==> src/hdl/tpc_pkg.sv <==
`default_nettype none
// ----------------------------------------------------------------------------
// tpc_pkg: shared types and codes of the two-phase commit coordinator
// Transaction structs, operation and result codes, scoreboard codes, defaults.
// ----------------------------------------------------------------------------
package tpc_pkg;

	localparam int CLIENTS_DEFAULT = 16;
	localparam int CLIENT_W        = 4;
	localparam int RETX_W          = 6;
	localparam int CLIENTS_CFG_W   = 5;
	localparam int TIMEOUT_W       = 32;
	localparam int CFG_IDX_W       = 2;
	localparam int CFG_DATA_W      = 32;
	localparam int QUEUE_DEPTH     = 2;
	localparam int SB_W            = 3;

	localparam logic [RETX_W-1:0]           RETRANSMIT_DEFAULT = 6'd20;
	localparam logic [TIMEOUT_W-1:0]        TIMEOUT_DEFAULT    = 32'hFFFF_FFFF;

	localparam logic [CFG_IDX_W-1:0] REG_CLIENTS  = 2'd0;
	localparam logic [CFG_IDX_W-1:0] REG_TIMEOUT  = 2'd1;
	localparam logic [CFG_IDX_W-1:0] REG_MAX_RETX = 2'd2;

	localparam logic [1:0] OP_START   = 2'd0;
	localparam logic [1:0] OP_SEND    = 2'd1;
	localparam logic [1:0] OP_MESSAGE = 2'd2;
	localparam logic [1:0] OP_TICK    = 2'd3;

	localparam logic [1:0] SEND_DELIVERED = 2'd0;
	localparam logic [1:0] SEND_TIMEOUT   = 2'd2;

	localparam logic [1:0] KIND_REQUEST = 2'd0;
	localparam logic [1:0] KIND_COMMIT  = 2'd1;
	localparam logic [1:0] KIND_CANCEL  = 2'd2;
	localparam logic [1:0] KIND_OUTCOME = 2'd3;

	localparam logic [1:0] OUT_SUCCESS = 2'd0;
	localparam logic [1:0] OUT_FAIL    = 2'd1;
	localparam logic [1:0] OUT_CLUSTER = 2'd2;

	localparam logic [SB_W-1:0] SB_LOST = 3'd0;
	localparam logic [SB_W-1:0] SB_YES  = 3'd1;
	localparam logic [SB_W-1:0] SB_NO   = 3'd2;
	localparam logic [SB_W-1:0] SB_ACK  = 3'd3;

	localparam logic [1:0] PH_IDLE = 2'd0;
	localparam logic [1:0] PH_ONE  = 2'd1;
	localparam logic [1:0] PH_TWO  = 2'd2;

	localparam logic [2:0] CMD_START     = 3'd0;
	localparam logic [2:0] CMD_DELIVERED = 3'd1;
	localparam logic [2:0] CMD_RETX      = 3'd2;
	localparam logic [2:0] CMD_MSG       = 3'd3;
	localparam logic [2:0] CMD_TICK      = 3'd4;

	typedef struct packed {
		logic [1:0]          operation;
		logic [CLIENT_W-1:0] client;
		logic [1:0]          message_code;
		logic [1:0]          send_status;
	} item_t;

	typedef struct packed {
		logic [1:0]          kind;
		logic [1:0]          outcome;
		logic [CLIENT_W-1:0] failed_client;
	} result_t;

	typedef struct packed {
		logic [2:0]          kind;
		logic [CLIENT_W-1:0] client;
		logic [1:0]          code;
	} cmd_t;

endpackage
`default_nettype wire

==> src/hdl/two_phase_commit_coordinator.sv <==
`default_nettype none
// ----------------------------------------------------------------------------
// two_phase_commit_coordinator: coordinator of one two-phase commit round
// Front classifies item transactions into a short queue; back runs the
// round state, scans the scoreboard at phase ends and drives the results.
//
//   channel  | handshake                  | payload
//   ---------+----------------------------+----------------------------------
//   item     | item_valid / item_stall    | item   (operation, client, ...)
//   result   | result_valid / result_stall| result (kind, outcome, client)
//   config   | cfg_write                  | cfg_index, cfg_data
//
// In the back an ordinary item is dequeued with a counter RAM read, then
// applied in the update. A phase end adds the scoreboard scan, one entry
// per cycle through the scoreboard RAM read port, then the drain and finish.
// Reset leaves the block idle with the default registers; per-entry valid
// bits stand for a cleared scoreboard, so no clearing pass is needed.
// A stalled result holds the back only when it has another result to give.
// ----------------------------------------------------------------------------
module two_phase_commit_coordinator
	import tpc_pkg::*;
#(
	parameter int MAX_CLIENTS = CLIENTS_DEFAULT
) (
	input  wire logic                  clk,
	input  wire logic                  arst_n,
	input  wire logic                  item_valid,
	output logic                       item_stall,
	input  wire item_t                 item,
	output logic                       result_valid,
	input  wire logic                  result_stall,
	output result_t                    result,
	input  wire logic                  cfg_write,
	input  wire logic [CFG_IDX_W-1:0]  cfg_index,
	input  wire logic [CFG_DATA_W-1:0] cfg_data
);

	localparam int CNT_W = $clog2(MAX_CLIENTS + 1);
	localparam int IDX_W = (MAX_CLIENTS > 1) ? $clog2(MAX_CLIENTS) : 1;

	logic [CLIENTS_CFG_W-1:0] clients_q;
	logic [TIMEOUT_W-1:0]     timeout_q;
	logic [RETX_W-1:0]        max_retx_q;
	logic [CNT_W-1:0]         n_active;
	logic                     push;
	cmd_t                     push_cmd;
	logic                     pop;
	cmd_t                     head;
	logic                     q_empty;
	logic                     q_full;

	always_ff @(posedge clk or negedge arst_n) begin
		if (!arst_n) begin
			clients_q  <= CLIENTS_CFG_W'(CLIENTS_DEFAULT);
			timeout_q  <= TIMEOUT_DEFAULT;
			max_retx_q <= RETRANSMIT_DEFAULT;
		end else if (cfg_write) begin
			case (cfg_index)
				REG_CLIENTS:  clients_q  <= cfg_data[CLIENTS_CFG_W-1:0];
				REG_TIMEOUT:  timeout_q  <= cfg_data[TIMEOUT_W-1:0];
				REG_MAX_RETX: max_retx_q <= cfg_data[RETX_W-1:0];
				default:      max_retx_q <= max_retx_q;
			endcase
		end
	end

	always_comb begin
		if (clients_q == '0) begin
			n_active = CNT_W'(1);
		end else if (int'(clients_q) > MAX_CLIENTS) begin
			n_active = CNT_W'(MAX_CLIENTS);
		end else begin
			n_active = CNT_W'(clients_q);
		end
	end

	tpc_front #(.CNT_W(CNT_W)) u_front (
		.item_valid (item_valid),
		.item_stall (item_stall),
		.item       (item),
		.n_active   (n_active),
		.q_full     (q_full),
		.push       (push),
		.push_cmd   (push_cmd)
	);

	tpc_queue u_queue (
		.clk      (clk),
		.arst_n   (arst_n),
		.push     (push),
		.push_cmd (push_cmd),
		.pop      (pop),
		.head     (head),
		.empty    (q_empty),
		.full     (q_full)
	);

	tpc_back #(
		.MAX_CLIENTS (MAX_CLIENTS),
		.CNT_W       (CNT_W),
		.IDX_W       (IDX_W)
	) u_back (
		.clk          (clk),
		.arst_n       (arst_n),
		.n_active     (n_active),
		.timeout      (timeout_q),
		.max_retx     (max_retx_q),
		.empty        (q_empty),
		.head         (head),
		.pop          (pop),
		.result_valid (result_valid),
		.result_stall (result_stall),
		.result       (result)
	);

`ifndef SYNTHESIS
	a_broadcast_fields_clear: assert property (@(posedge clk) disable iff (!arst_n)
		result_valid && (result.kind != KIND_OUTCOME) |->
			(result.outcome == OUT_SUCCESS) && (result.failed_client == '0))
		else $error("broadcast result carries outcome or client");

	a_failed_client_cluster: assert property (@(posedge clk) disable iff (!arst_n)
		result_valid && (result.failed_client != '0) |->
			(result.kind == KIND_OUTCOME) && (result.outcome == OUT_CLUSTER))
		else $error("failed client named outside cluster failure");

	a_pop_needs_item: assert property (@(posedge clk) disable iff (!arst_n)
		pop |-> !q_empty)
		else $error("queue popped while empty");
`endif

endmodule
`default_nettype wire

==> src/hdl/tpc_ram.sv <==
`default_nettype none
// ----------------------------------------------------------------------------
// tpc_ram: generic single-write, single-read RAM
// One write port and one read port, read data registered.
// ----------------------------------------------------------------------------
module tpc_ram #(
	parameter int WIDTH = 8,
	parameter int DEPTH = 16
) (
	input  wire logic                                  clk,
	input  wire logic                                  we,
	input  wire logic [(DEPTH > 1 ? $clog2(DEPTH) : 1)-1:0] waddr,
	input  wire logic [WIDTH-1:0]                      wdata,
	input  wire logic [(DEPTH > 1 ? $clog2(DEPTH) : 1)-1:0] raddr,
	output logic      [WIDTH-1:0]                      rdata
);

	logic [WIDTH-1:0] mem [DEPTH];

	always_ff @(posedge clk) begin
		if (we) begin
			mem[waddr] <= wdata;
		end
		rdata <= mem[raddr];
	end

endmodule
`default_nettype wire

==> src/hdl/tpc_queue.sv <==
`default_nettype none
// ----------------------------------------------------------------------------
// tpc_queue: command queue between front and back
// Small FIFO of classified commands; lets either side stall on its own.
// ----------------------------------------------------------------------------
module tpc_queue
	import tpc_pkg::*;
(
	input  wire logic clk,
	input  wire logic arst_n,
	input  wire logic push,
	input  wire cmd_t push_cmd,
	input  wire logic pop,
	output cmd_t      head,
	output logic      empty,
	output logic      full
);

	localparam int PTR_W = (QUEUE_DEPTH > 1) ? $clog2(QUEUE_DEPTH) : 1;
	localparam int CNT_W = $clog2(QUEUE_DEPTH + 1);

	cmd_t             mem_q [QUEUE_DEPTH];
	logic [PTR_W-1:0] wr_ptr_q;
	logic [PTR_W-1:0] rd_ptr_q;
	logic [CNT_W-1:0] count_q;

	assign empty = (count_q == '0);
	assign full  = (count_q == CNT_W'(QUEUE_DEPTH));
	assign head  = mem_q[rd_ptr_q];

	function automatic logic [PTR_W-1:0] next_ptr(input logic [PTR_W-1:0] p);
		if (p == PTR_W'(QUEUE_DEPTH - 1)) begin
			return '0;
		end
		return p + PTR_W'(1);
	endfunction

	always_ff @(posedge clk or negedge arst_n) begin
		if (!arst_n) begin
			wr_ptr_q <= '0;
			rd_ptr_q <= '0;
			count_q  <= '0;
		end else begin
			if (push) begin
				wr_ptr_q <= next_ptr(wr_ptr_q);
			end
			if (pop) begin
				rd_ptr_q <= next_ptr(rd_ptr_q);
			end
			if (push && !pop) begin
				count_q <= count_q + CNT_W'(1);
			end else if (pop && !push) begin
				count_q <= count_q - CNT_W'(1);
			end
		end
	end

	always_ff @(posedge clk) begin
		if (push) begin
			mem_q[wr_ptr_q] <= push_cmd;
		end
	end

endmodule
`default_nettype wire

==> src/hdl/tpc_front.sv <==
`default_nettype none
// ----------------------------------------------------------------------------
// tpc_front: input side of the coordinator
// Accepts item transactions, classifies them and drops those with no effect.
// ----------------------------------------------------------------------------
module tpc_front
	import tpc_pkg::*;
#(
	parameter int CNT_W = 5
) (
	input  wire logic             item_valid,
	output logic                  item_stall,
	input  wire item_t            item,
	input  wire logic [CNT_W-1:0] n_active,
	input  wire logic             q_full,
	output logic                  push,
	output cmd_t                  push_cmd
);

	localparam int CMP_W = (CNT_W > CLIENT_W) ? CNT_W : CLIENT_W;

	logic keep;
	logic out_of_range;

	assign out_of_range = CMP_W'(item.client) >= CMP_W'(n_active);

	always_comb begin
		keep            = 1'b1;
		push_cmd.kind   = CMD_TICK;
		push_cmd.client = item.client;
		push_cmd.code   = item.message_code;
		case (item.operation)
			OP_START: begin
				push_cmd.kind = CMD_START;
			end
			OP_SEND: begin
				case (item.send_status)
					SEND_DELIVERED: push_cmd.kind = CMD_DELIVERED;
					SEND_TIMEOUT:   push_cmd.kind = CMD_RETX;
					default:        keep = 1'b0;
				endcase
				if (out_of_range) begin
					keep = 1'b0;
				end
			end
			OP_MESSAGE: begin
				push_cmd.kind = CMD_MSG;
				if (out_of_range) begin
					keep = 1'b0;
				end
			end
			OP_TICK: begin
				push_cmd.kind = CMD_TICK;
			end
			default: begin
				keep = 1'b0;
			end
		endcase
	end

	assign item_stall = q_full;
	assign push       = item_valid && !q_full && keep;

endmodule
`default_nettype wire

==> src/hdl/tpc_back.sv <==
`default_nettype none
// ----------------------------------------------------------------------------
// tpc_back: execution side of the coordinator
// Applies commands to the round state, scans the scoreboard at phase ends
// and holds the result transaction in an output register.
// ----------------------------------------------------------------------------
module tpc_back
	import tpc_pkg::*;
#(
	parameter int MAX_CLIENTS = CLIENTS_DEFAULT,
	parameter int CNT_W       = $clog2(MAX_CLIENTS + 1),
	parameter int IDX_W       = (MAX_CLIENTS > 1) ? $clog2(MAX_CLIENTS) : 1
) (
	input  wire logic                 clk,
	input  wire logic                 arst_n,
	input  wire logic [CNT_W-1:0]     n_active,
	input  wire logic [TIMEOUT_W-1:0] timeout,
	input  wire logic [RETX_W-1:0]    max_retx,
	input  wire logic                 empty,
	input  wire cmd_t                 head,
	output logic                      pop,
	output logic                      result_valid,
	input  wire logic                 result_stall,
	output result_t                   result
);

	localparam logic [2:0] S_IDLE  = 3'd0;
	localparam logic [2:0] S_EXEC  = 3'd1;
	localparam logic [2:0] S_SCAN  = 3'd2;
	localparam logic [2:0] S_DRAIN = 3'd3;
	localparam logic [2:0] S_FIN   = 3'd4;

	logic [2:0]             state_q;
	cmd_t                   cmd_q;
	logic [1:0]             phase_q;
	logic                   fpok_q;
	logic [MAX_CLIENTS-1:0] dmask_q;
	logic [MAX_CLIENTS-1:0] sbv_q;
	logic [MAX_CLIENTS-1:0] rtv_q;
	logic [CNT_W-1:0]       dtotal_q;
	logic [CNT_W-1:0]       vtotal_q;
	logic [TIMEOUT_W-1:0]   elapsed_q;
	logic [IDX_W-1:0]       scan_q;
	logic                   rd_s1;
	logic                   sbv_s1;
	logic                   lost_q;
	logic                   no_q;
	logic                   out_valid_q;
	result_t                out_q;

	logic [IDX_W-1:0]     idx;
	logic [IDX_W-1:0]     rt_raddr;
	logic [RETX_W-1:0]    rt_rdata;
	logic [RETX_W-1:0]    rt_cnt;
	logic [SB_W-1:0]      sb_rdata;
	logic [SB_W-1:0]      sb_entry;
	logic                 active;
	logic                 delivered;
	logic                 skip;
	logic                 mark_d;
	logic                 rt_we;
	logic                 sb_we;
	logic                 retx_fail;
	logic                 timed_out;
	logic                 go;
	logic                 emit_now;
	logic                 out_free;
	logic                 hold;
	logic                 scan_last;
	logic                 pass_one;
	logic [CNT_W-1:0]     dtotal_nx;
	logic [CNT_W-1:0]     vtotal_nx;
	logic [TIMEOUT_W-1:0] elapsed_nx;
	result_t              fin_result;

	assign idx       = IDX_W'(cmd_q.client);
	assign rt_raddr  = (state_q == S_IDLE) ? IDX_W'(head.client) : idx;
	assign pop       = (state_q == S_IDLE) && !empty;
	assign active    = (phase_q != PH_IDLE);
	assign delivered = dmask_q[idx];
	assign skip      = ((cmd_q.kind == CMD_DELIVERED) || (cmd_q.kind == CMD_RETX)) && delivered;
	assign rt_cnt    = rtv_q[idx] ? rt_rdata : '0;
	assign sb_entry  = sbv_s1 ? sb_rdata : SB_LOST;
	assign out_free  = !out_valid_q || !result_stall;
	assign scan_last = (CNT_W'(scan_q) + CNT_W'(1)) == n_active;
	assign pass_one  = (phase_q == PH_ONE) && !lost_q;

	tpc_ram #(.WIDTH(RETX_W), .DEPTH(MAX_CLIENTS)) u_rt_ram (
		.clk   (clk),
		.we    (rt_we),
		.waddr (idx),
		.wdata (rt_cnt + RETX_W'(1)),
		.raddr (rt_raddr),
		.rdata (rt_rdata)
	);

	tpc_ram #(.WIDTH(SB_W), .DEPTH(MAX_CLIENTS)) u_sb_ram (
		.clk   (clk),
		.we    (sb_we),
		.waddr (idx),
		.wdata (SB_W'(cmd_q.code) + SB_W'(1)),
		.raddr (scan_q),
		.rdata (sb_rdata)
	);

	always_comb begin
		dtotal_nx  = dtotal_q;
		vtotal_nx  = vtotal_q;
		elapsed_nx = elapsed_q;
		mark_d     = 1'b0;
		rt_we      = 1'b0;
		sb_we      = 1'b0;
		retx_fail  = 1'b0;
		if (state_q == S_EXEC && active) begin
			case (cmd_q.kind)
				CMD_DELIVERED: begin
					if (!delivered) begin
						dtotal_nx = dtotal_q + CNT_W'(1);
						mark_d    = 1'b1;
					end
				end
				CMD_RETX: begin
					if (!delivered) begin
						if (rt_cnt >= max_retx) begin
							retx_fail = 1'b1;
						end else begin
							rt_we = 1'b1;
						end
					end
				end
				CMD_MSG: begin
					sb_we = 1'b1;
					if (vtotal_q < CNT_W'(MAX_CLIENTS)) begin
						vtotal_nx = vtotal_q + CNT_W'(1);
					end
				end
				CMD_TICK: begin
					if (dtotal_q >= n_active && !timeout[TIMEOUT_W-1] && elapsed_q != '1) begin
						elapsed_nx = elapsed_q + TIMEOUT_W'(1);
					end
				end
				default: begin
					dtotal_nx = dtotal_q;
				end
			endcase
		end
	end

	assign timed_out = !timeout[TIMEOUT_W-1] &&
		(elapsed_nx > {1'b0, timeout[TIMEOUT_W-2:0]});
	assign go = active && (cmd_q.kind != CMD_START) && !retx_fail && !skip &&
		(dtotal_nx >= n_active) && ((vtotal_nx >= n_active) || timed_out);
	assign emit_now = (cmd_q.kind == CMD_START) || retx_fail;
	assign hold     = emit_now && !out_free;

	always_comb begin
		fin_result.failed_client = '0;
		if (phase_q == PH_ONE) begin
			if (lost_q) begin
				fin_result.kind    = KIND_OUTCOME;
				fin_result.outcome = OUT_CLUSTER;
			end else begin
				fin_result.kind    = no_q ? KIND_CANCEL : KIND_COMMIT;
				fin_result.outcome = OUT_SUCCESS;
			end
		end else begin
			fin_result.kind = KIND_OUTCOME;
			if (lost_q) begin
				fin_result.outcome = OUT_CLUSTER;
			end else begin
				fin_result.outcome = fpok_q ? OUT_SUCCESS : OUT_FAIL;
			end
		end
	end

	always_ff @(posedge clk or negedge arst_n) begin
		if (!arst_n) begin
			state_q     <= S_IDLE;
			phase_q     <= PH_IDLE;
			fpok_q      <= 1'b0;
			dmask_q     <= '0;
			sbv_q       <= '0;
			rtv_q       <= '0;
			dtotal_q    <= '0;
			vtotal_q    <= '0;
			elapsed_q   <= '0;
			scan_q      <= '0;
			rd_s1       <= 1'b0;
			sbv_s1      <= 1'b0;
			lost_q      <= 1'b0;
			no_q        <= 1'b0;
			out_valid_q <= 1'b0;
		end else begin
			if (out_valid_q && !result_stall) begin
				out_valid_q <= 1'b0;
			end
			rd_s1 <= 1'b0;
			if (rd_s1) begin
				if (phase_q == PH_ONE) begin
					if (sb_entry == SB_NO) begin
						no_q <= 1'b1;
					end else if (sb_entry != SB_YES) begin
						lost_q <= 1'b1;
					end
				end else if (sb_entry != SB_ACK) begin
					lost_q <= 1'b1;
				end
			end
			case (state_q)
				S_IDLE: begin
					if (!empty) begin
						state_q <= S_EXEC;
					end
				end
				S_EXEC: begin
					if (!hold) begin
						if (cmd_q.kind == CMD_START) begin
							phase_q     <= PH_ONE;
							dmask_q     <= '0;
							sbv_q       <= '0;
							rtv_q       <= '0;
							dtotal_q    <= '0;
							vtotal_q    <= '0;
							elapsed_q   <= '0;
							out_valid_q <= 1'b1;
						end else begin
							dtotal_q  <= dtotal_nx;
							vtotal_q  <= vtotal_nx;
							elapsed_q <= elapsed_nx;
							if (mark_d) begin
								dmask_q[idx] <= 1'b1;
							end
							if (rt_we) begin
								rtv_q[idx] <= 1'b1;
							end
							if (sb_we) begin
								sbv_q[idx] <= 1'b1;
							end
							if (retx_fail) begin
								phase_q     <= PH_IDLE;
								out_valid_q <= 1'b1;
							end
						end
						lost_q  <= 1'b0;
						no_q    <= 1'b0;
						scan_q  <= '0;
						state_q <= go ? S_SCAN : S_IDLE;
					end
				end
				S_SCAN: begin
					rd_s1  <= 1'b1;
					sbv_s1 <= sbv_q[scan_q];
					scan_q <= scan_q + IDX_W'(1);
					if (scan_last) begin
						state_q <= S_DRAIN;
					end
				end
				S_DRAIN: begin
					state_q <= S_FIN;
				end
				S_FIN: begin
					if (out_free) begin
						out_valid_q <= 1'b1;
						state_q     <= S_IDLE;
						if (pass_one) begin
							fpok_q    <= !no_q;
							phase_q   <= PH_TWO;
							dmask_q   <= '0;
							sbv_q     <= '0;
							rtv_q     <= '0;
							dtotal_q  <= '0;
							vtotal_q  <= '0;
							elapsed_q <= '0;
						end else begin
							phase_q <= PH_IDLE;
						end
					end
				end
				default: begin
					state_q <= S_IDLE;
				end
			endcase
		end
	end

	always_ff @(posedge clk) begin
		if (pop) begin
			cmd_q <= head;
		end
		if (state_q == S_EXEC && !hold && emit_now) begin
			if (cmd_q.kind == CMD_START) begin
				out_q <= '{kind: KIND_REQUEST, outcome: OUT_SUCCESS, failed_client: '0};
			end else begin
				out_q <= '{kind: KIND_OUTCOME, outcome: OUT_CLUSTER,
					failed_client: cmd_q.client};
			end
		end
		if (state_q == S_FIN && out_free) begin
			out_q <= fin_result;
		end
	end

	assign result_valid = out_valid_q;
	assign result       = out_q;

endmodule
`default_nettype wire

==> config.mk <==
export PLATFORM = sky130hd
export DESIGN_NAME = two_phase_commit_coordinator
export DESIGN_NICKNAME = d
export VERILOG_FILES = /design/src/hdl/tpc_pkg.sv /design/src/hdl/two_phase_commit_coordinator.sv /design/src/hdl/tpc_ram.sv /design/src/hdl/tpc_queue.sv /design/src/hdl/tpc_front.sv /design/src/hdl/tpc_back.sv
export SDC_FILE = /design/constraint.sdc
export NUM_CORES = 1
export LEC_CHECK = 0
export BUFFER_PORTS_ARGS = -buffer_cell sky130_fd_sc_hd__buf_2
export CAP_MARGIN = 20
export CORE_AREA = 2 2 253 193
export DETAILED_ROUTE_END_ITERATION = 8
export DIE_AREA = 0 0 255 195
export SYNTH_ARGS = -nofsm -noshare
export SYNTH_HDL_FRONTEND = slang
export SYNTH_SLANG_ARGS = --single-unit
==> constraint.sdc <==
create_clock -name clk -period 12.35 [get_ports clk]
set_input_delay 0.6175 -clock clk [delete_from_list [all_inputs] [get_ports clk]]
set_output_delay 0.6175 -clock clk [all_outputs]
set_load 0.01 [all_outputs]
Word level (Yosys, flattened, before mapping):

Memory sizes are Yosys's and may differ from the RTL's. A register that Yosys moved wholly into a read port is not among the register bits.
Index checks and enable logic that the tools add are counted.
Widths: inputs -> output; s select.

* output and inout port bits: 10
* word-level logic and storage cells: 274
* input port bits: 49
* register bits after elaboration: 169
* bits in writable memories: 162
* memories: 3

* reductions and logical operators: 64
* magnitude comparators: 11
* bitwise gates (word level): 3
* $add $sub $neg: 11
* muxes and demuxes: 125
* equal/unequal tests: 30

Memory list
* u_back.u_rt_ram.mem: words 16, width 6, rd ports 1, clocked after memory_dff 1, wr ports 1, RTL line tpc_ram.sv:18 `logic [WIDTH-1:0] mem [DEPTH];`
* u_back.u_sb_ram.mem: words 16, width 3, rd ports 1, clocked after memory_dff 1, wr ports 1, RTL line tpc_ram.sv:18
* u_queue.mem_q: words 2, width 9, rd ports 1, clocked after memory_dff 0, wr ports 1, RTL line tpc_queue.sv:22 `cmd_t mem_q [QUEUE_DEPTH];`

Operator list (number)
* $mux 32: 7
* $mux 16: 11
* $pmux 16 s2: 3
* $mux 5: 14
* $pmux 32 s2: 1
* $mux 1: 53
* $or 16x16->16: 3
* $add 32x1->32 const B: 1
* $gt 32x31->1: 1
* $ne 32x32->1 const B: 1
* $mux 8: 3
* $logic_and 1x1->1: 22
* $mux 2: 10
* $pmux 5 s2: 2
* $mux 4: 4
* $eq 3x2->1 const B: 5
* $ge 5x5->1: 3
* $mux 3: 5
* $ne 3x1->1 const B: 5
* $pmux 3 s5: 1
* $reduce_and 5->1: 3
* $logic_not 1->1: 13
* $bmux 1 s4: 3
* $pmux 3 s4: 1
* 38 further kinds: 69

Depth between registers and ports, before layout:

Gate-level depths: netlist of run 1.

* word-level depth: 16
* gate-level depth with buffers: 20
* gate-level depth less buffers: 19

Cells and area by module:

Synthesis of run 1 repeated with hierarchy kept, for this count alone.

* cells, all modules: 1293
* area, all modules: 16802.4 um2

By module, submodules not included
* tpc_back: cells an instance 830, seq. area each 3098.0 um2, times used 1, area an instance 7930.1 um2
* tpc_ram (u_back.u_rt_ram): cells an instance 178, seq. area each 3002.9 um2, times used 1, area an instance 3895.0 um2
* tpc_ram (u_back.u_sb_ram): cells an instance 103, seq. area each 1501.4 um2, times used 1, area an instance 2011.9 um2
* two_phase_commit_coordinator: cells an instance 99, seq. area each 1119.8 um2, times used 1, area an instance 1834.3 um2
* tpc_queue: cells an instance 44, seq. area each 640.6 um2, times used 1, area an instance 842.1 um2
* tpc_front: cells an instance 39, seq. area each 0.0 um2, times used 1, area an instance 289.0 um2

Worst setup path after synthesis of run 1:

No wires, ideal clock.

* kind: register to register
* start point: register clients_q[2]
* end point: register u_back.state_q[1]
* required time: 12214 ps
* stages on the path, launching flop included: 19
* buffers on the path: 0
* setup time: 136 ps
* clock period less this slack: 4454 ps
* setup slack: 7896 ps
* arrival: 4317 ps
* cells stage by stage: dfrtp_1 > nor3_1 > nor2_1 > nor2_1 > ha_1 > nor2b_1 > o21ai_0 > a31oi_1 > nor4_1 > nand2_1 > nor2_1 > xor2_1 > ha_1 > a21o_1 > a21o_1 > a221o_1 > o311a_1 > a2111oi_0 > o21ai_0

* cells in the longest elaborated chain, start to end: 16
* elaborated cells between the ends (all ways): 23
* classes of those cells: 5 x order compare; 2 x eq/ne; 8 x mux; 8 x reduce/logical

Ends and longest elaborated chain
* start: declaration: RTL line two_phase_commit_coordinator.sv:41 `logic [CLIENTS_CFG_W-1:0] clients_q;`
* start signal: assignment: RTL line two_phase_commit_coordinator.sv:54 `clients_q <= CLIENTS_CFG_W'(CLIENTS_DEFAULT);`
* start signal: assignment: RTL line two_phase_commit_coordinator.sv:59 `REG_CLIENTS: clients_q <= cfg_data[CLIENTS_CFG_W-1:0];`
* $gt 5x5->1: RTL line two_phase_commit_coordinator.sv:70 `end else if (int'(clients_q) > MAX_CLIENTS) begin`
* $mux 5: RTL line two_phase_commit_coordinator.sv:70
* $mux 5 *: RTL line two_phase_commit_coordinator.sv:68 `if (clients_q == '0) begin`
* $ge 5x5->1: RTL line tpc_back.sv:138 `if (dtotal_q >= n_active && !timeout[TIMEOUT_W-1] && elapsed_q != '1) begin`
* $logic_and 1x1->1 (2 in series): RTL line tpc_back.sv:138
* $mux 32: RTL line tpc_back.sv:138
* $mux 32: RTL line tpc_back.sv:115 `case (cmd_q.kind)`
* $mux 32: RTL line tpc_back.sv:114 `if (state_q == S_EXEC && active) begin`
* $gt 32x31->1: RTL line tpc_back.sv:150 `(elapsed_nx > {1'b0, timeout[TIMEOUT_W-2:0]});`
* $logic_and 1x1->1: RTL line tpc_back.sv:149 `assign timed_out = !timeout[TIMEOUT_W-1] &&`
* $logic_or 1x1->1: RTL line tpc_back.sv:152 `(dtotal_nx >= n_active) && ((vtotal_nx >= n_active) || timed_out);`
* $logic_and 1x1->1: RTL line tpc_back.sv:152
* $mux 2: RTL line tpc_back.sv:247 `state_q <= go ? S_SCAN : S_IDLE;`
* $mux 3: RTL line tpc_back.sv:216 `if (!hold) begin`
* $pmux 3 s5: RTL line tpc_back.sv:209 `case (state_q)`
* end signal: assignment: RTL line tpc_back.sv:247
* end: declaration: RTL line tpc_back.sv:33 `logic [2:0] state_q;`

Mark *: on every way between the ends. The rest lies on a longest branch, timed or not. The select of a mux whose other input is x is not followed.
A chain may end at the register's enable or synchronous reset.

Final worst setup path of run 1:

Ends and elaborated chain as after synthesis.

==> results of run 1 <==
[cells in the final DEF, fill, tap and decap left out, drive strengths merged, types with 14 or more instances in the layout]
cell type,instances
edfxtp,175
dfrtp,117
nor2,101
nand2,98
buf,78
o21ai,73
ha,67
mux2,64
inv,59
clkbuf,56
a21oi,49
mux4,42
xnor2,39
dfstp,35
a31oi,32
nand3,29
mux2i,27
o31ai,23
a21o,22
nand4,19
nor2b,17
nor3,14
[flip-flops by register name, summed over array words and instances, names as in the netlist, 6 cells and up]
register               flops
u_back.u_rt_ram.mem       96
u_back.u_sb_ram.mem       48
timeout_q                 32
u_back.elapsed_q          32
u_queue.mem_q             18
u_back.dmask_q            16
u_back.rtv_q              16
u_back.sbv_q              16
u_back.result              8
max_retx_q                 6
u_back.u_rt_ram.rdata      6
[stage by stage]
stage,cells,worst slack [ns]
6_report,2028,7.00
5_1_grt,2028,6.47
4_1_cts,2027,6.98
3_5_place_dp,1959,7.01
3_3_place_gp,1959,7.07
2_1_floorplan,1306,7.90
[worst max-delay path, stage by stage, from the launching register on]
cell and delay [ns]:
dfrtp_1 0.42, nor3_1 0.18, nor2_1 0.06, nor2_1 0.38, ha_1 0.20, nor2b_1 0.04, o21ai_0 0.17, a31oi_1 0.24
or3_1 0.56, or3_1 0.41, xnor2_1 0.16, ha_1 0.18, a21oi_1 0.14, o21ai_0 0.17, a2111oi_0 0.61, a21oi_1 0.20
o311a_1 0.31, a2111oi_0 0.57, o21ai_0 0.20
[power by group through the flow]
stage / clock network [mW] / logic, mW / registers, mW
floorplan: 0 / 1.01 / 1.64
global placement: 0 / 1.35 / 1.74
detailed placement: 0 / 1.37 / 1.75
CTS: 1.12 / 1.37 / 1.73
global route: 1.16 / 1.52 / 1.76
finish: 1.09 / 1.38 / 1.73
[cell usage after synthesis (4+ instances only)]
cell type  number
dfstp_2        35
buf_2           6
dfxtp_1        13
nand2b_1        8
and2_1         12
o21ai_1        11
o21a_1         13
buf_1           4
nand3b_1        6
nand4_1        19
xor2_1         11
nor3_1         14
ha_1           67
nor2b_1        17
a21oi_1        49
or4_1           4
mux2_2         64
o21ai_0        61
a221oi_1        4
nor2_1        100
mux2i_1        27
nand2_1        98
clkbuf_1       49
nor4_1          6
a22o_1         10
o31ai_1        22
and4_1          4
a41oi_1         4
edfxtp_1      175
and3_1          6
nand3_1        29
a211oi_1        4
mux4_2         42
a21o_1         22
xnor2_1        39
dfrtp_1       117
inv_1          58
a31oi_1        32
[final cells by class]
cell class	count	area (um^2)	share of cell area (%)
Multi-Input combinational cell	845	6530	35.2
Inverter	58	218	1.17
Clock inverter	12	135	0.729
Clock buffer	56	1050	5.65
Sequential cell	340	9360	50.5
Timing Repair Buffer	78	454	2.45
Tap cell	639	800	4.31
[kinds of logic after synthesis]
logic type / count (synthesis)
simple gates: 341
flops: 340
compound gates: 254
mux: 133
buf+inv: 121
fa+ha+maj: 67
xor+xnor: 50
[routing by layer]
| layer | up-vias | part of all wire [%] | track usage, % |
|---|---|---|---|
| met5 | - | 0 | 0 |
| met4 | 0 | 1.8 | 4.20 |
| met3 | 50 | 7.4 | 4.29 |
| met2 | 330 | 42 | 22.6 |
| met1 | 5373 | 49 | 25.2 |
| li1 | 4954 | - | - |
[worst max path at each step]
stage / to / startpoint / slack (ns)
after floorplan: u_back.state_q[1]$_DFFE_PN0P_ / clients_q[2]$_DFFE_PN0P_ / 7.90
after global placement: u_back.state_q[1]$_DFFE_PN0P_ / clients_q[2]$_DFFE_PN0P_ / 7.07
after detailed placement: u_back.u_rt_ram.mem[5][2]$_DFFE_PP_ / u_back.idx[0]$_DFFE_PP_ / 7.01
after CTS: u_back.u_rt_ram.mem[5][0]$_DFFE_PP_ / u_back.idx[0]$_DFFE_PP_ / 6.98
after global routing: u_back.state_q[1]$_DFFE_PN0P_ / clients_q[2]$_DFFE_PN0P_ / 6.47
final: u_back.state_q[1]$_DFFE_PN0P_ / clients_q[2]$_DFFE_PN0P_ / 7.00
==> key figures, run 1 <==
Clock network
  • CTS Buf Count: 37
  • CTS tree: built
  • CTS Hold Bufs: 0
  • Clock Tree Buf Depth: 3
  • Post-CTS Resized: 0
  • Postcts setup bufs: 0
  • Sinks on Clock Net: 340
  • H-tree depth: 2
  • CTS root buffer: clkbuf_16
  • Clk pin slew, worst setup/hold paths: 0.06 ns
  • Later-pin clock latency in the skew report: 0.55 ns

Critical path
  • Setup slack, reg-to-reg: between 6 and 7 ns
  • CP Launch Type: flip-flop
  • CP Max Fanout: 6
  • CP Data Required Time: 12.74 ns
  • Reg2reg start: clients_q[2]$_DFFE_PN0P_
  • Worst reg2reg endpoint: u_back.state_q[1]$_DFFE_PN0P_
  • Worst setup EP type: flip-flop
  • R2R cell count: 18
  • WS Path Type: reg -> reg
  • Crit path DAT: 5.74 ns

Route
  • Routed WL per cell: 19.9 um
  • DRC Markers: 0
  • First-pass DRT Iterations: 7
  • Via count: 10700
  • DR vias/cell: roughly 5.3
  • Final ANT Viol Nets: 0
  • Initial DRC count: 1058
  • Total wire length: about 40 mm

Yosys
  • Syn_nets: roughly 1400
  • Post-synth top area share: 32.2%
  • Post-synthesis adder-cell area fraction: 5.13%
  • Main combinational cell family by area after synthesis: multiplexers
  • Synth async-reset ratio: 44.7%
  • Synth warnings: 0
  • Synth unique cells: 63
  • Syn Inst Count: between 1000 and 1500
  • Post-synthesis mux area share: 11.9%
  • Register area share after synthesis: 57.3%
  • Synth area leaders: edfxtp_1 32%, dfrtp_1 18%, mux4_2 5.8%
  • Avg Cell Area, Syn: 12.5 um^2
  • Area fraction in compound gates after synthesis: 9.93%
  • Yosys top cell by area: edfxtp_1
  • Cell area after synthesis: 16300 um^2
  • Top FF cell, synth: edfxtp_1
  • Post-synth EDFFs: ~180
  • Simple-gate share of the synthesized area: approximately 10%
  • Synthesized flop and latch total: 340
  • Post-Synth XOR/XNOR Area: 2.68%

Global routing
  • GR Overflow Total: 0
  • First-pass GRT wire length: between 60 and 70 mm
  • GRT Total Usage: 16.4%
  • Vias in the first global route: 10400
  • Largest net degree at the start of global routing: between 90 and 100
  • Initial antenna violation count: 1

Floorplanning
  • Core Region: 47100 um^2
  • Rows: between 60 and 70
  • # IOs: 59
  • Chip Width: 255 um
  • Initial core utilization: 34.7%
  • Die Y: 195 um
  • Die area: 49700 um^2

Placement
  • DP HPWL: between 20 and 30 mm
  • Post-DP Area: roughly 17000 um^2
  • GP Congestion: ~0.83
  • Port bufs: 58

Power
  • Psw: ~1.5 mW
  • Power density cells: roughly 230 nW/um^2
  • Comb power frac: 32.8%
  • Peak supply drop: 0.0000898 V
  • Sequential Power Share: 41.3%
  • Tot Pwr: approximately 4.2 mW
  • Sw Share: about 36%
  • Clock share of power: about a quarter
  • Pleak: 7.44 nW
  • Internal power: around 2.7 mW

Final layout
  • Final Util: 39.4%
  • Fraction of layout cells with a size suffix above 1: 20.7%
  • Cell area after layout: 18500 um^2
  • Post-layout nets: 1476
  • Diode count: 0
  • Fillcell total: about 4400
  • Layout area overhead: 13.5%

Worst hold path
  • Hold crit path type: in -> async

STA
  • Max Freq: 187 MHz
  • Slew Limit Fails: 0
  • RSZ-0062 raised after global routing: false
  • Min Clock Period, post-route: between 5 and 6 ns
  • Final Setup Violations: 0
  • Hold_ws: around 0.15 ns
  • Worst slew margin: 39.0%
  • Clk_skew: roughly 0.026 ns
  • Crit share post-route: between 40 and 50%
  • TNS Setup: 0 ns
  • Worst Max-Slew Pin Slew: 0.914 ns
  • Hold Vio Cnt, Final: 0

Run status
  • Status: finished, final reports clean

Job
  • Max cap viols: 0
No activity file was read; power rests on OpenSTA's default activity.
==> run 2, diff against run 1 <==
==> constraint.sdc (replaced) <==
create_clock -name clk -period 5.1 [get_ports clk]
set_input_delay 0.255 -clock clk [delete_from_list [all_inputs] [get_ports clk]]
set_output_delay 0.255 -clock clk [all_outputs]
set_load 0.01 [all_outputs]
==> run 2 against run 1 <==
  * Routed wire length decreased by 3.5%
  * Clock-buffer cell count decreased by 6
  * Cell count grew 3.2%
  * Maximum frequency is 11% higher
  * Design area rose by 3.0%
  * Total power grew 140%
  * First-iteration DRC count down 18%
  * Die area stayed put
  * Flip-flop and latch count is the same
==> key figures, run 2 (synthesis gave the netlist of run 1 again) <==
Global routing
  • Initial antenna violation count: 0
  • GRT Total Usage: between 15 and 20%
  • Largest net degree at the start of global routing: 108
  • M3 GR Usage: 2.43%
  • Vias in the first global route: 10800
  • GR Layer Usage met1: 24.9%
  • Busiest layer in global routing: met1
  • GR Overflow Total: 0
  • Grt met2 use: 22.0%
  • First-pass GRT wire length: slightly above 60 mm

Floorplanning
  • # IOs: between 50 and 60
  • Die area: 49700 um^2
  • Initial core utilization: 34.7%
  • Chip Width: 255 um
  • Die Y: 195 um
  • Core Region: around 47000 um^2
  • Rows: 69

Route
  • Initial DRC count: ~860
  • Total wire length: around 39 mm
  • Via count: 10900
  • DRC Markers: 0
  • First-pass DRT Iterations: 5
  • Final ANT Viol Nets: 0
  • Routed WL per cell: about 19 um
  • DR vias/cell: ~5.2

Clock network
  • Later-pin clock latency in the skew report: 0.53 ns
  • Post-CTS Resized: 0
  • CTS tree: built
  • CTS Buf Count: 37
  • CTS root buffer: clkbuf_16
  • Postcts setup bufs: 0
  • Clock Tree Buf Depth: 3
  • Sinks on Clock Net: 340
  • Clk pin slew, worst setup/hold paths: 0.06 ns
  • H-tree depth: 2

Critical path
  • CP Launch Type: flip-flop
  • Worst setup EP type: flip-flop
  • Slowest stage delay, CP: 0.83 ns
  • Crit path DAT: 5.21 ns
  • WS Path Type: reg -> reg
  • Critical Path, Cell by Cell: mux4_2, mux4_2, or4_1, nor3b_4, nand4_1, xnor2_1, ha_1, a21oi_1, o21ai_0, and3_1, a31oi_1, o21ai_0
  • Slowest stage cell, crit path: edfxtp_1
  • CP Data Required Time: between 5 and 6 ns
  • CP Max Fanout: 12
  • Setup slack, reg-to-reg: 0.29 ns

STA
  • Hold Vio Cnt, Final: 0
  • Clk_skew: 0.0226 ns
  • TNS Setup: 0 ns
  • Crit share post-route: 94.4%
  • Worst slew margin: about 28%
  • Slew Limit Fails: 0
  • RSZ-0062 raised after global routing: false
  • Max Freq: 208 MHz
  • Setup ws final: 0.287 ns
  • Worst Max-Slew Pin Slew: 1.08 ns
  • Min Clock Period, post-route: 4.81 ns
  • Final Setup Violations: 0

Final layout
  • Layout area overhead: 17.0%
  • Post-layout nets: 1542
  • Top Registers: u_back.u_rt_ram.mem (96), u_back.u_sb_ram.mem (48)
  • Diode count: 0
  • Most common cell after layout, fill and taps aside: edfxtp_1
  • Top reg by flops: u_back.u_rt_ram.mem
  • Max reg flops: 96
  • Fraction of layout cells with a size suffix above 1: 22.1%
  • Most frequent cells in the layout: 175 x edfxtp_1, 117 x dfrtp_1, 100 x nor2_1
  • Final Util: 40.6%
  • Fillcell total: 4396

Run status
  • Status: finished, final reports clean

Job
  • Max cap viols: 0

Placement
  • GP Congestion: 0.838
  • Port bufs: 58
  • DP HPWL: 27.2 mm
  • Pre-CTS setup slack: roughly 0.29 ns

Power
  • Sequential Power Share: 42.1%
  • Psw: 3.54 mW
  • Pleak: 7.73 nW
  • Power density cells: 524 nW/um^2
  • Sw Share: 35.4%
  • Peak supply drop: 0.000221 V
  • Clock share of power: 25.0%
  • Internal power: 6.47 mW
  • Comb power frac: between 30% and 40%

Worst hold path
  • Hold crit path type: in -> reg
## run 2: timing repair
action | CTS | global route
hold endpoints to repair | 119 | 0
hold buffers | 34 | 0
endpoints found under the setup margin | 0 | 0
## run 2: worst max-delay path, delay by kind of cell (launching register included)
| family | cells | cell delay (ns) |
|---|---|---|
| xor gates and xnor gates | 1 | 0.19 |
| adders and majority gates | 1 | 0.32 |
| DFF | 1 | 0.83 |
| AOI/OAI and AO/OA | 4 | 0.60 |
| and+or+nand+nor | 4 | 1.63 |
| muxes | 2 | 1.11 |
## run 2: routing by layer
metal | wire length [um] | part of all wire (%)
met1 | 19900 | 51
met5 | 0 | 0
met3 | 2060 | 5.3
met2 | 16100 | 41
met4 | 862 | 2.2
## run 2: final cells by class
cell class / count / area (um^2) / share of cell area, %
Multi-Input combinational cell: 845 / 6530 / 34.1
Inverter: 58 / 218 / 1.14
Tap cell: 639 / 800 / 4.18
Timing Repair Buffer: 144 / 1080 / 5.67
Clock inverter: 17 / 108 / 0.563
Clock buffer: 50 / 1010 / 5.31
Sequential cell: 340 / 9360 / 49.0
## run 2: worst paths after layout
check | startpoint | end | cells after the start
min in group asynchronous | arst_n | u_back.elapsed_q[14]$_DFFE_PN0P_ | 2
setup / recovery | u_back.idx[0]$_DFFE_PP_ | u_back.state_q[1]$_DFFE_PN0P_ | 12
hold reg to reg | u_back.rtv_q[2]$_DFFE_PN0P_ | u_back.rtv_q[2]$_DFFE_PN0P_ | 1
setup reg to reg | u_back.idx[0]$_DFFE_PP_ | u_back.state_q[1]$_DFFE_PN0P_ | 12
hold / removal | cfg_data[4] | clients_q[4]$_DFFE_PN1P_ | 3
max in group asynchronous | arst_n | u_back.rtv_q[0]$_DFFE_PN0P_ | 4
## run 2: metrics by stage
stage,power (mW),hold WS [ns],instance area (um^2),std cells
3_3_place_gp,7.40,0.447,17600,1988
2_1_floorplan,6.42,-0.0406,16300,1306
4_1_cts,10.0,0.00287,19000,2090
6_report,10.0,0.0243,19100,2093
5_1_grt,10.6,0.0256,19100,2093
3_5_place_dp,7.48,0.447,17600,1989
## run 2: power groups by stage
stage,Combinational (mW),Clock (mW),Sequential [mW]
2_1_floorplan,2.45,0,3.97
3_3_place_gp,3.17,0,4.23
3_5_place_dp,3.23,0,4.24
4_1_cts,3.27,2.57,4.20
5_1_grt,3.65,2.68,4.29
6_report,3.29,2.50,4.21
